===== config.mk =====
export PLATFORM = sky130hd
export DESIGN_NAME = strided_dma_address_generator_flat
export DESIGN_NICKNAME = d
export VERILOG_FILES = /design/src/hdl/sdag_pkg.sv /design/src/hdl/sdag_if.sv /design/src/hdl/strided_dma_address_generator.sv /design/src/flat_wrapper.sv
export SDC_FILE = /design/constraint.sdc
export NUM_CORES = 1
export LEC_CHECK = 0
export ABC_AREA = 0
export BUFFER_PORTS_ARGS = -buffer_cell sky130_fd_sc_hd__buf_2
export CAP_MARGIN = 20
export CORE_AREA = 2 2 112 114
export CTS_BUF_LIST = sky130_fd_sc_hd__clkbuf_16
export CTS_CLUSTER_DIAMETER = 100
export DETAILED_ROUTE_END_ITERATION = 6
export DIE_AREA = 0 0 114 116
export HOLD_SLACK_MARGIN = 0.06
export PLACE_DENSITY = 0.87
export SYNTH_ARGS = -nofsm -noshare
export SYNTH_HDL_FRONTEND = slang
export SYNTH_SLANG_ARGS = --single-unit

===== constraint.sdc =====
create_clock -name clk -period 11.2 [get_ports clk]
set_input_delay 2.24 -clock clk [delete_from_list [all_inputs] [get_ports clk]]
set_output_delay 2.24 -clock clk [all_outputs]
set_load 0.02 [all_outputs]

===== src/hdl/sdag_pkg.sv =====
// ----------------------------------------------------------------------------
// sdag_pkg
// widths, field types and opcodes of the strided dma address generator
// ----------------------------------------------------------------------------
package sdag_pkg;

	localparam int LOCAL_ADDR_BITS = 12;
	localparam int MAIN_ADDR_BITS  = 24;
	// row length field of the length word, bits 11..0
	localparam int ROW_LEN_BITS    = 12;
	localparam int ROW_BYTES_BITS  = ROW_LEN_BITS + 1;
	localparam int ROWS_BITS       = 9;
	localparam int SKIP_BITS       = 12;
	localparam int SWIZZLE_BITS    = 2;
	localparam int LENGTH_BITS     = 32;

	localparam logic [SWIZZLE_BITS-1:0] SWIZZLE_RESET = 2'd3;

	typedef enum logic {
		OP_START = 1'b0,
		OP_STEP  = 1'b1
	} opcode_t;

	typedef logic [LOCAL_ADDR_BITS-1:0] local_addr_t;
	typedef logic [MAIN_ADDR_BITS-1:0]  main_addr_t;
	typedef logic [LOCAL_ADDR_BITS:0]   local_addr_bank_t;
	typedef logic [LENGTH_BITS-1:0]     length_word_t;
	typedef logic [SWIZZLE_BITS-1:0]    swizzle_t;

	typedef struct packed {
		logic        valid_res;
		logic        bank;
		local_addr_t local_byte_address;
		main_addr_t  main_byte_address;
		logic        direction;
		logic        last;
	} res_t;

endpackage


===== src/hdl/sdag_if.sv =====
// ----------------------------------------------------------------------------
// sdag interfaces
// command, result and configuration channels with valid/ready handshake
// ----------------------------------------------------------------------------
interface sdag_cmd_if;
	logic                  valid;
	logic                  ready;
	sdag_pkg::opcode_t     opcode;
	sdag_pkg::length_word_t length_word;
	sdag_pkg::local_addr_bank_t local_address;
	sdag_pkg::main_addr_t  main_address;
	logic                  to_main;

	modport source (output valid, opcode, length_word, local_address, main_address, to_main,
		input ready);
	modport sink (input valid, opcode, length_word, local_address, main_address, to_main,
		output ready);
endinterface

interface sdag_res_if;
	logic                  valid;
	logic                  ready;
	logic                  valid_res;
	logic                  bank;
	sdag_pkg::local_addr_t local_byte_address;
	sdag_pkg::main_addr_t  main_byte_address;
	logic                  direction;
	logic                  last;

	modport source (output valid, valid_res, bank, local_byte_address, main_byte_address,
		direction, last, input ready);
	modport sink (input valid, valid_res, bank, local_byte_address, main_byte_address,
		direction, last, output ready);
endinterface

interface sdag_cfg_if;
	logic               valid;
	logic               ready;
	sdag_pkg::swizzle_t data;

	modport source (output valid, data, input ready);
	modport sink (input valid, data, output ready);
endinterface


===== src/hdl/strided_dma_address_generator.sv =====
// ----------------------------------------------------------------------------
// strided_dma_address_generator
// result: registered, on the output register in the cycle after the command transfer
// throughput: one command per cycle while results are taken, set by the single output register stage
// ready drops only while a held result is not taken
// reset: async active low, idle, swizzle 3, all pointers and counters zero
// ----------------------------------------------------------------------------
module strided_dma_address_generator (
	input  logic        clk,
	input  logic        arst_n,
	sdag_cmd_if.sink    cmd,
	sdag_res_if.source  res,
	sdag_cfg_if.sink    cfg
);
	import sdag_pkg::*;

	// transfer state, updated at each accepted start command and at each accepted step while busy
	logic                      busy_q;
	logic                      bank_select_q;
	logic                      direction_held_q;
	local_addr_t               local_pointer_q;
	main_addr_t                main_pointer_q;
	logic [ROW_BYTES_BITS-1:0] row_bytes_q;
	logic [ROW_BYTES_BITS-1:0] byte_in_row_q;
	logic [ROWS_BITS-1:0]      rows_left_q;
	logic [SKIP_BITS-1:0]      row_skip_q;
	swizzle_t                  swizzle_q;

	// output register
	logic res_valid_q;
	res_t res_q;

	logic                      accept;
	logic                      is_step;
	logic                      at_row_end;
	logic                      is_last;
	logic [ROW_BYTES_BITS:0]   byte_next;
	main_addr_t                main_skip;
	res_t                      res_d;

	// a new command goes in whenever the output register is free or being drained
	assign cmd.ready = !res_valid_q || res.ready;
	assign accept    = cmd.valid && cmd.ready;
	assign is_step   = (cmd.opcode == OP_STEP) && busy_q;

	// configuration is always taken
	assign cfg.ready = 1'b1;

	// row end when the next byte count reaches the row length
	assign byte_next  = {1'b0, byte_in_row_q} + (ROW_BYTES_BITS+1)'(1);
	assign at_row_end = byte_next >= {1'b0, row_bytes_q};
	assign is_last    = at_row_end && (rows_left_q <= ROWS_BITS'(1));

	// main address moves one byte, plus the skip at the end of a row
	assign main_skip = at_row_end ? MAIN_ADDR_BITS'(row_skip_q) : '0;

	// result fields; start and idle steps give an all-zero non-transfer result
	always_comb begin
		res_d = '0;
		if (is_step) begin
			res_d.valid_res          = 1'b1;
			res_d.bank               = bank_select_q;
			res_d.local_byte_address = local_pointer_q ^ LOCAL_ADDR_BITS'(swizzle_q);
			res_d.main_byte_address  = main_pointer_q ^ MAIN_ADDR_BITS'(swizzle_q);
			res_d.direction          = direction_held_q;
			res_d.last               = is_last;
		end
	end

	always_ff @(posedge clk or negedge arst_n) begin
		if (!arst_n) begin
			swizzle_q <= SWIZZLE_RESET;
		end else if (cfg.valid && cfg.ready) begin
			swizzle_q <= cfg.data;
		end
	end

	always_ff @(posedge clk or negedge arst_n) begin
		if (!arst_n) begin
			busy_q           <= 1'b0;
			bank_select_q    <= 1'b0;
			direction_held_q <= 1'b0;
			local_pointer_q  <= '0;
			main_pointer_q   <= '0;
			row_bytes_q      <= '0;
			byte_in_row_q    <= '0;
			rows_left_q      <= '0;
			row_skip_q       <= '0;
		end else if (accept) begin
			if (cmd.opcode == OP_START) begin
				// latch a new strided transfer, dropping any running one
				row_bytes_q      <= {1'b0, cmd.length_word[ROW_LEN_BITS-1:0]
					| ROW_LEN_BITS'(7)} + ROW_BYTES_BITS'(1);
				rows_left_q      <= {1'b0, cmd.length_word[19:12]} + ROWS_BITS'(1);
				row_skip_q       <= cmd.length_word[31:20];
				local_pointer_q  <= cmd.local_address[LOCAL_ADDR_BITS-1:0];
				bank_select_q    <= cmd.local_address[LOCAL_ADDR_BITS];
				main_pointer_q   <= cmd.main_address;
				direction_held_q <= cmd.to_main;
				byte_in_row_q    <= '0;
				busy_q           <= 1'b1;
			end else if (busy_q) begin
				local_pointer_q <= local_pointer_q + LOCAL_ADDR_BITS'(1);
				main_pointer_q  <= main_pointer_q + MAIN_ADDR_BITS'(1) + main_skip;
				if (at_row_end) begin
					byte_in_row_q <= '0;
					if (is_last) begin
						rows_left_q <= '0;
						busy_q      <= 1'b0;
					end else begin
						rows_left_q <= rows_left_q - ROWS_BITS'(1);
					end
				end else begin
					byte_in_row_q <= byte_next[ROW_BYTES_BITS-1:0];
				end
			end
		end
	end

	// output register: loads on each command transfer, clears when drained
	always_ff @(posedge clk or negedge arst_n) begin
		if (!arst_n) begin
			res_valid_q <= 1'b0;
		end else if (accept) begin
			res_valid_q <= 1'b1;
		end else if (res.ready) begin
			res_valid_q <= 1'b0;
		end
	end

	always_ff @(posedge clk) begin
		if (accept) begin
			res_q <= res_d;
		end
	end

	assign res.valid              = res_valid_q;
	assign res.valid_res          = res_q.valid_res;
	assign res.bank               = res_q.bank;
	assign res.local_byte_address = res_q.local_byte_address;
	assign res.main_byte_address  = res_q.main_byte_address;
	assign res.direction          = res_q.direction;
	assign res.last               = res_q.last;

endmodule


===== src/flat_wrapper.sv =====
// flat-port wrapper written by rule: the top's interface ports become plain ports
module strided_dma_address_generator_flat import sdag_pkg::*;
  (clk, arst_n, cmd_valid, cmd_opcode, cmd_length_word, cmd_local_address, cmd_main_address, cmd_to_main, cmd_ready, res_valid, res_valid_res, res_bank, res_local_byte_address, res_main_byte_address, res_direction, res_last, res_ready, cfg_valid, cfg_data, cfg_ready);
  sdag_cmd_if cmd_i ();
  sdag_res_if res_i ();
  sdag_cfg_if cfg_i ();
  input  logic clk;
  input  logic arst_n;
  input wire logic [$bits(cmd_i.valid)-1:0] cmd_valid;
  input wire logic [$bits(cmd_i.opcode)-1:0] cmd_opcode;
  input wire logic [$bits(cmd_i.length_word)-1:0] cmd_length_word;
  input wire logic [$bits(cmd_i.local_address)-1:0] cmd_local_address;
  input wire logic [$bits(cmd_i.main_address)-1:0] cmd_main_address;
  input wire logic [$bits(cmd_i.to_main)-1:0] cmd_to_main;
  output wire logic [$bits(cmd_i.ready)-1:0] cmd_ready;
  output wire logic [$bits(res_i.valid)-1:0] res_valid;
  output wire logic [$bits(res_i.valid_res)-1:0] res_valid_res;
  output wire logic [$bits(res_i.bank)-1:0] res_bank;
  output wire logic [$bits(res_i.local_byte_address)-1:0] res_local_byte_address;
  output wire logic [$bits(res_i.main_byte_address)-1:0] res_main_byte_address;
  output wire logic [$bits(res_i.direction)-1:0] res_direction;
  output wire logic [$bits(res_i.last)-1:0] res_last;
  input wire logic [$bits(res_i.ready)-1:0] res_ready;
  input wire logic [$bits(cfg_i.valid)-1:0] cfg_valid;
  input wire logic [$bits(cfg_i.data)-1:0] cfg_data;
  output wire logic [$bits(cfg_i.ready)-1:0] cfg_ready;
  assign cmd_i.valid = cmd_valid;
  assign cmd_i.opcode = cmd_opcode;
  assign cmd_i.length_word = cmd_length_word;
  assign cmd_i.local_address = cmd_local_address;
  assign cmd_i.main_address = cmd_main_address;
  assign cmd_i.to_main = cmd_to_main;
  assign cmd_ready = cmd_i.ready;
  assign res_valid = res_i.valid;
  assign res_valid_res = res_i.valid_res;
  assign res_bank = res_i.bank;
  assign res_local_byte_address = res_i.local_byte_address;
  assign res_main_byte_address = res_i.main_byte_address;
  assign res_direction = res_i.direction;
  assign res_last = res_i.last;
  assign res_i.ready = res_ready;
  assign cfg_i.valid = cfg_valid;
  assign cfg_i.data = cfg_data;
  assign cfg_ready = cfg_i.ready;
  strided_dma_address_generator u_core (.clk(clk), .arst_n(arst_n), .cmd(cmd_i), .res(res_i), .cfg(cfg_i));
endmodule

==> results.py <==
metrics = {
    "run_status": {
        "status": "completed",
    },
    "grt": {
        "antenna_found_initial": 0,
        "use_met2_pct": 45.1,
        "gr-usage-met3_pct": 6.33,
        "grt_pass1_vias": 5954,
        "grt_max_degree": 70,
        "grt_pass1_wl_um": 27700,
        "busiest_layer": "met2",
        "grt_use_met1_pct": 33.5,
        "overflow": 0,
        "grt_use_total_pct": 26.6,
    },
    "route": {
        "ant_nets": 0,
        "wire_per_inst_um": 16.5,
        "drtIter0Drc": 766,
        "dr.pass1.iters": 5,
        "routed-via-count": 6296,
        "wl_um": 17100,
        "post-route-drc-count": 0,
        "vias_per_cell": 6.09,
    },
    "final_layout": {
        "finalInstanceArea_sq_mm": 0.00840,
        "drive_above_1_share_pct": 19.5,
        "num_antenna_cells": 0,
        "utilization_pct": 70.5,
        "fillers": 891,
        "syn_to_final_growth_pct": 18.0,
        "nets": 982,
    },
    "timing": {
        "period_share_pct": 47.9,
        "rsz0062_at_grt": "false",
        "fmax_ghz": 0.186,
        "worst_pin_slew_ps": 993,
        "tns_ps": 0,
        "relSlewSlack_pct": 33.6,
        "fin_ws_ps": 5840,
        "setup_violations": 0,
        "period_needed_ps": 5360,
        "finClkSkew_ps": 6.17,
        "slew_violations": 0,
        "finalHoldViolCount": 0,
    },
    "worst_setup_path": {
        "worstPathMaxFanout": 20,
        "worst_path_max_delay_cell": "or4_1",
        "timing.critical_path.mode_cell": "ha_1",
        "worst-path-stages": 18,
        "crit_arrival_ps": 5660,
        "start_kind": "register",
        "critPathTopFamily": "compound AO/OA/AOI/OAI gates",
        "path_class": "register to register",
        "required_ps": 11500,
        "reg2regPathDepth": 18,
        "path_cells": "ha_1, nand3_1, or4_1, nor2_1, xor2_1, ha_1, and3_1, a221oi_2, o311ai_2, buf_4, and2_1, ha_1, a21o_1, a221o_1, o211ai_2, a31oi_4, o211a_1, o221a_1",
        "cp_num_buf_inv": 1,
        "crit_path_end_kind": "register",
        "cpPeakStageDelay_ps": 610,
    },
    "die": {
        "core_area_sq_mm": 0.0119,
        "fp-row-count": 40,
        "die_area_sq_mm": 0.0132,
        "start_util_pct": 59.7,
        "die_w_um": 114,
        "die_h_um": 116,
        "io_pins": 121,
    },
    "placed_design": {
        "dp_hpwl_um": 11500,
        "portBuffers": 116,
        "dp_slack_ps": 5930,
        "place_congestion": 0.859,
        "placed_cell_area_sq_mm": 0.00782,
    },
    "synth": {
        "ys_types": 71,
        "yosysWarningCount": 0,
        "synth_flop_cell": "dfrtp_1",
        "synth_edf_count": 40,
        "syn-instance-count": 766,
        "yosysSeqAreaShare_pct": 47.2,
        "synthArstFlopShare_pct": 68.3,
        "syn-cell-area_sq_mm": 0.00712,
        "synth_seq_cells": 126,
        "syn_avg_cell_area_sq_um": 9.29,
        "syn_nets": 874,
    },
    "cts": {
        "cts_setup_buffers": 0,
        "path_clk_slew_ps": 50,
        "root_buffer": "clkbuf_16",
        "cts_tree": "built",
        "cts_buffer_depth": 2,
        "cts_hold_buf": 0,
        "cts-resized-gates": 0,
        "insertion_delay_ps": 420,
        "cts_inserted_buffers": 17,
        "cts.sinks": 126,
        "htree_levels": 4,
    },
    "run": {
        "drv_cap": 0,
    },
    "power_and_ir_drop": {
        "leakagePower_nw": 3.89,
        "powerDensity_mw_per_mm2": 176,
        "p_total_w": 0.00147,
        "peakVddDrop_uv": 106,
    },
    "min_path": {
        "min_delay_path_depth": 2,
        "hold_path_class": "register to register",
    },
}
[per-layer routing]
layer,vias up,share of wire [%]
met5,-,0
met1,3030,42
li1,2979,-
met2,251,49
met4,0,2.4
met3,36,6.2
[state kept, by name, summed over array words and instances (netlist names), 2 cells and up]
signal / count
u_core.main_pointer_q: 24
u_core.row_skip_q: 12
u_core.row_bytes_q: 10
u_core.res.main_byte_address: 24
u_core.byte_in_row_q: 13
u_core.local_pointer_q: 12
u_core.res.local_byte_address: 12
u_core.rows_left_q: 9
u_core.swizzle_q: 2
[report_power, final]
group	internal [W]	leakage (nW)	switching (W)	total, W
logic	0.000126	2.15	0.000188	0.000314
registers	0.000553	1.44	0.0000664	0.000619
clock network	0.000345	0.297	0.000197	0.000541
[cells in the final DEF (no fill, tap or decap), types with 4 or more instances in the layout]
| master | instances |
|---|---|
| a21oi_1 | 43 |
| edfxtp_1 | 40 |
| ha_1 | 29 |
| clkinv_2 | 4 |
| mux2i_1 | 8 |
| buf_4 | 10 |
| a21o_1 | 8 |
| and2_1 | 11 |
| or3_1 | 4 |
| o21a_1 | 6 |
| nor3_1 | 21 |
| buf_2 | 115 |
| dfrtp_1 | 84 |
| o22ai_1 | 14 |
| xnor2_1 | 21 |
| o21ai_1 | 15 |
| nand2_1 | 113 |
| xor2_1 | 9 |
| and3_1 | 45 |
| nand4_1 | 18 |
| clkbuf_16 | 17 |
| o211ai_1 | 5 |
| nor2_1 | 63 |
| nand2b_1 | 9 |
| inv_1 | 32 |
| a311oi_1 | 4 |
| o21ai_0 | 34 |
| nand3_1 | 32 |
| a211oi_1 | 5 |
[synthesized netlist by cell type (15+ instances only)]
cell	n	area share, %
a21oi_1	43	3.0
and3_1	45	4.0
clkbuf_1	27	1.4
dfrtp_1	84	30
edfxtp_1	40	17
ha_1	29	5.1
inv_1	28	1.5
nand2_1	113	6.0
nand3_1	32	2.3
nand4_1	18	1.6
nor2_1	64	3.4
nor3_1	21	1.5
o21ai_0	34	2.4
o21ai_1	15	1.1
xnor2_1	21	2.6
[area by class of cell]
cell class / instances / area (sq um) / share of cell area, %
sequential: 126 / 3360 / 40.0
clock buffer: 17 / 425 / 5.06
multi-input combinational: 575 / 3520 / 41.9
clock inverter: 15 / 158 / 1.88
tap: 147 / 184 / 2.19
timing repair buffer: 125 / 651 / 7.75
inverter: 29 / 109 / 1.30
[tightest hold or removal path: stages (launching register included)]
cell	delay [ps]
dfrtp_1	330
nand2_1	50
nand2_1	50
[kinds of logic (layout without fill, tap and decap cells)]
logic type               Yosys count  count (layout)  share of synthesized area (%)
AO/OA/AOI/OAI                    169             169                           15.8
XOR/XNOR                          30              30                           3.69
adder cells (fa/ha/maj)           30              30                           5.38
buffers and inverters             65             186                           3.55
flip-flops                       126             126                           47.2
multiplexers                      10              10                           1.44
other                              1               1                         0.0527
AND/OR/NAND/NOR                  335             335                           22.9
[through the flow]
stage,hold WS (ps),instances
6_report,467,1034
5_1_grt,496,1034
4_1_cts,468,1034
3_5_place_dp,458,1002
3_3_place_gp,451,1002
2_1_floorplan,437,766
[final timing paths]
kind | slack (ps) | startpoint | to
setup / recovery | 5840 | u_core.byte_in_row_q[0]$_DFFE_PN0P_ | u_core.main_pointer_q[18]$_DFFE_PN0P_
hold / removal | 470 | u_core.row_skip_q[5]$_DFFE_PN0P_ | u_core.row_skip_q[5]$_DFFE_PN0P_
setup reg to reg | 5840 | u_core.byte_in_row_q[0]$_DFFE_PN0P_ | u_core.main_pointer_q[18]$_DFFE_PN0P_
hold reg to reg | 470 | u_core.row_skip_q[5]$_DFFE_PN0P_ | u_core.row_skip_q[5]$_DFFE_PN0P_
max in group asynchronous | 8350 | arst_n | u_core.main_pointer_q[5]$_DFFE_PN0P_
min in group asynchronous | 1720 | arst_n | u_core.local_pointer_q[4]$_DFFE_PN0P_
No activity file was read; power rests on OpenSTA's default activity.
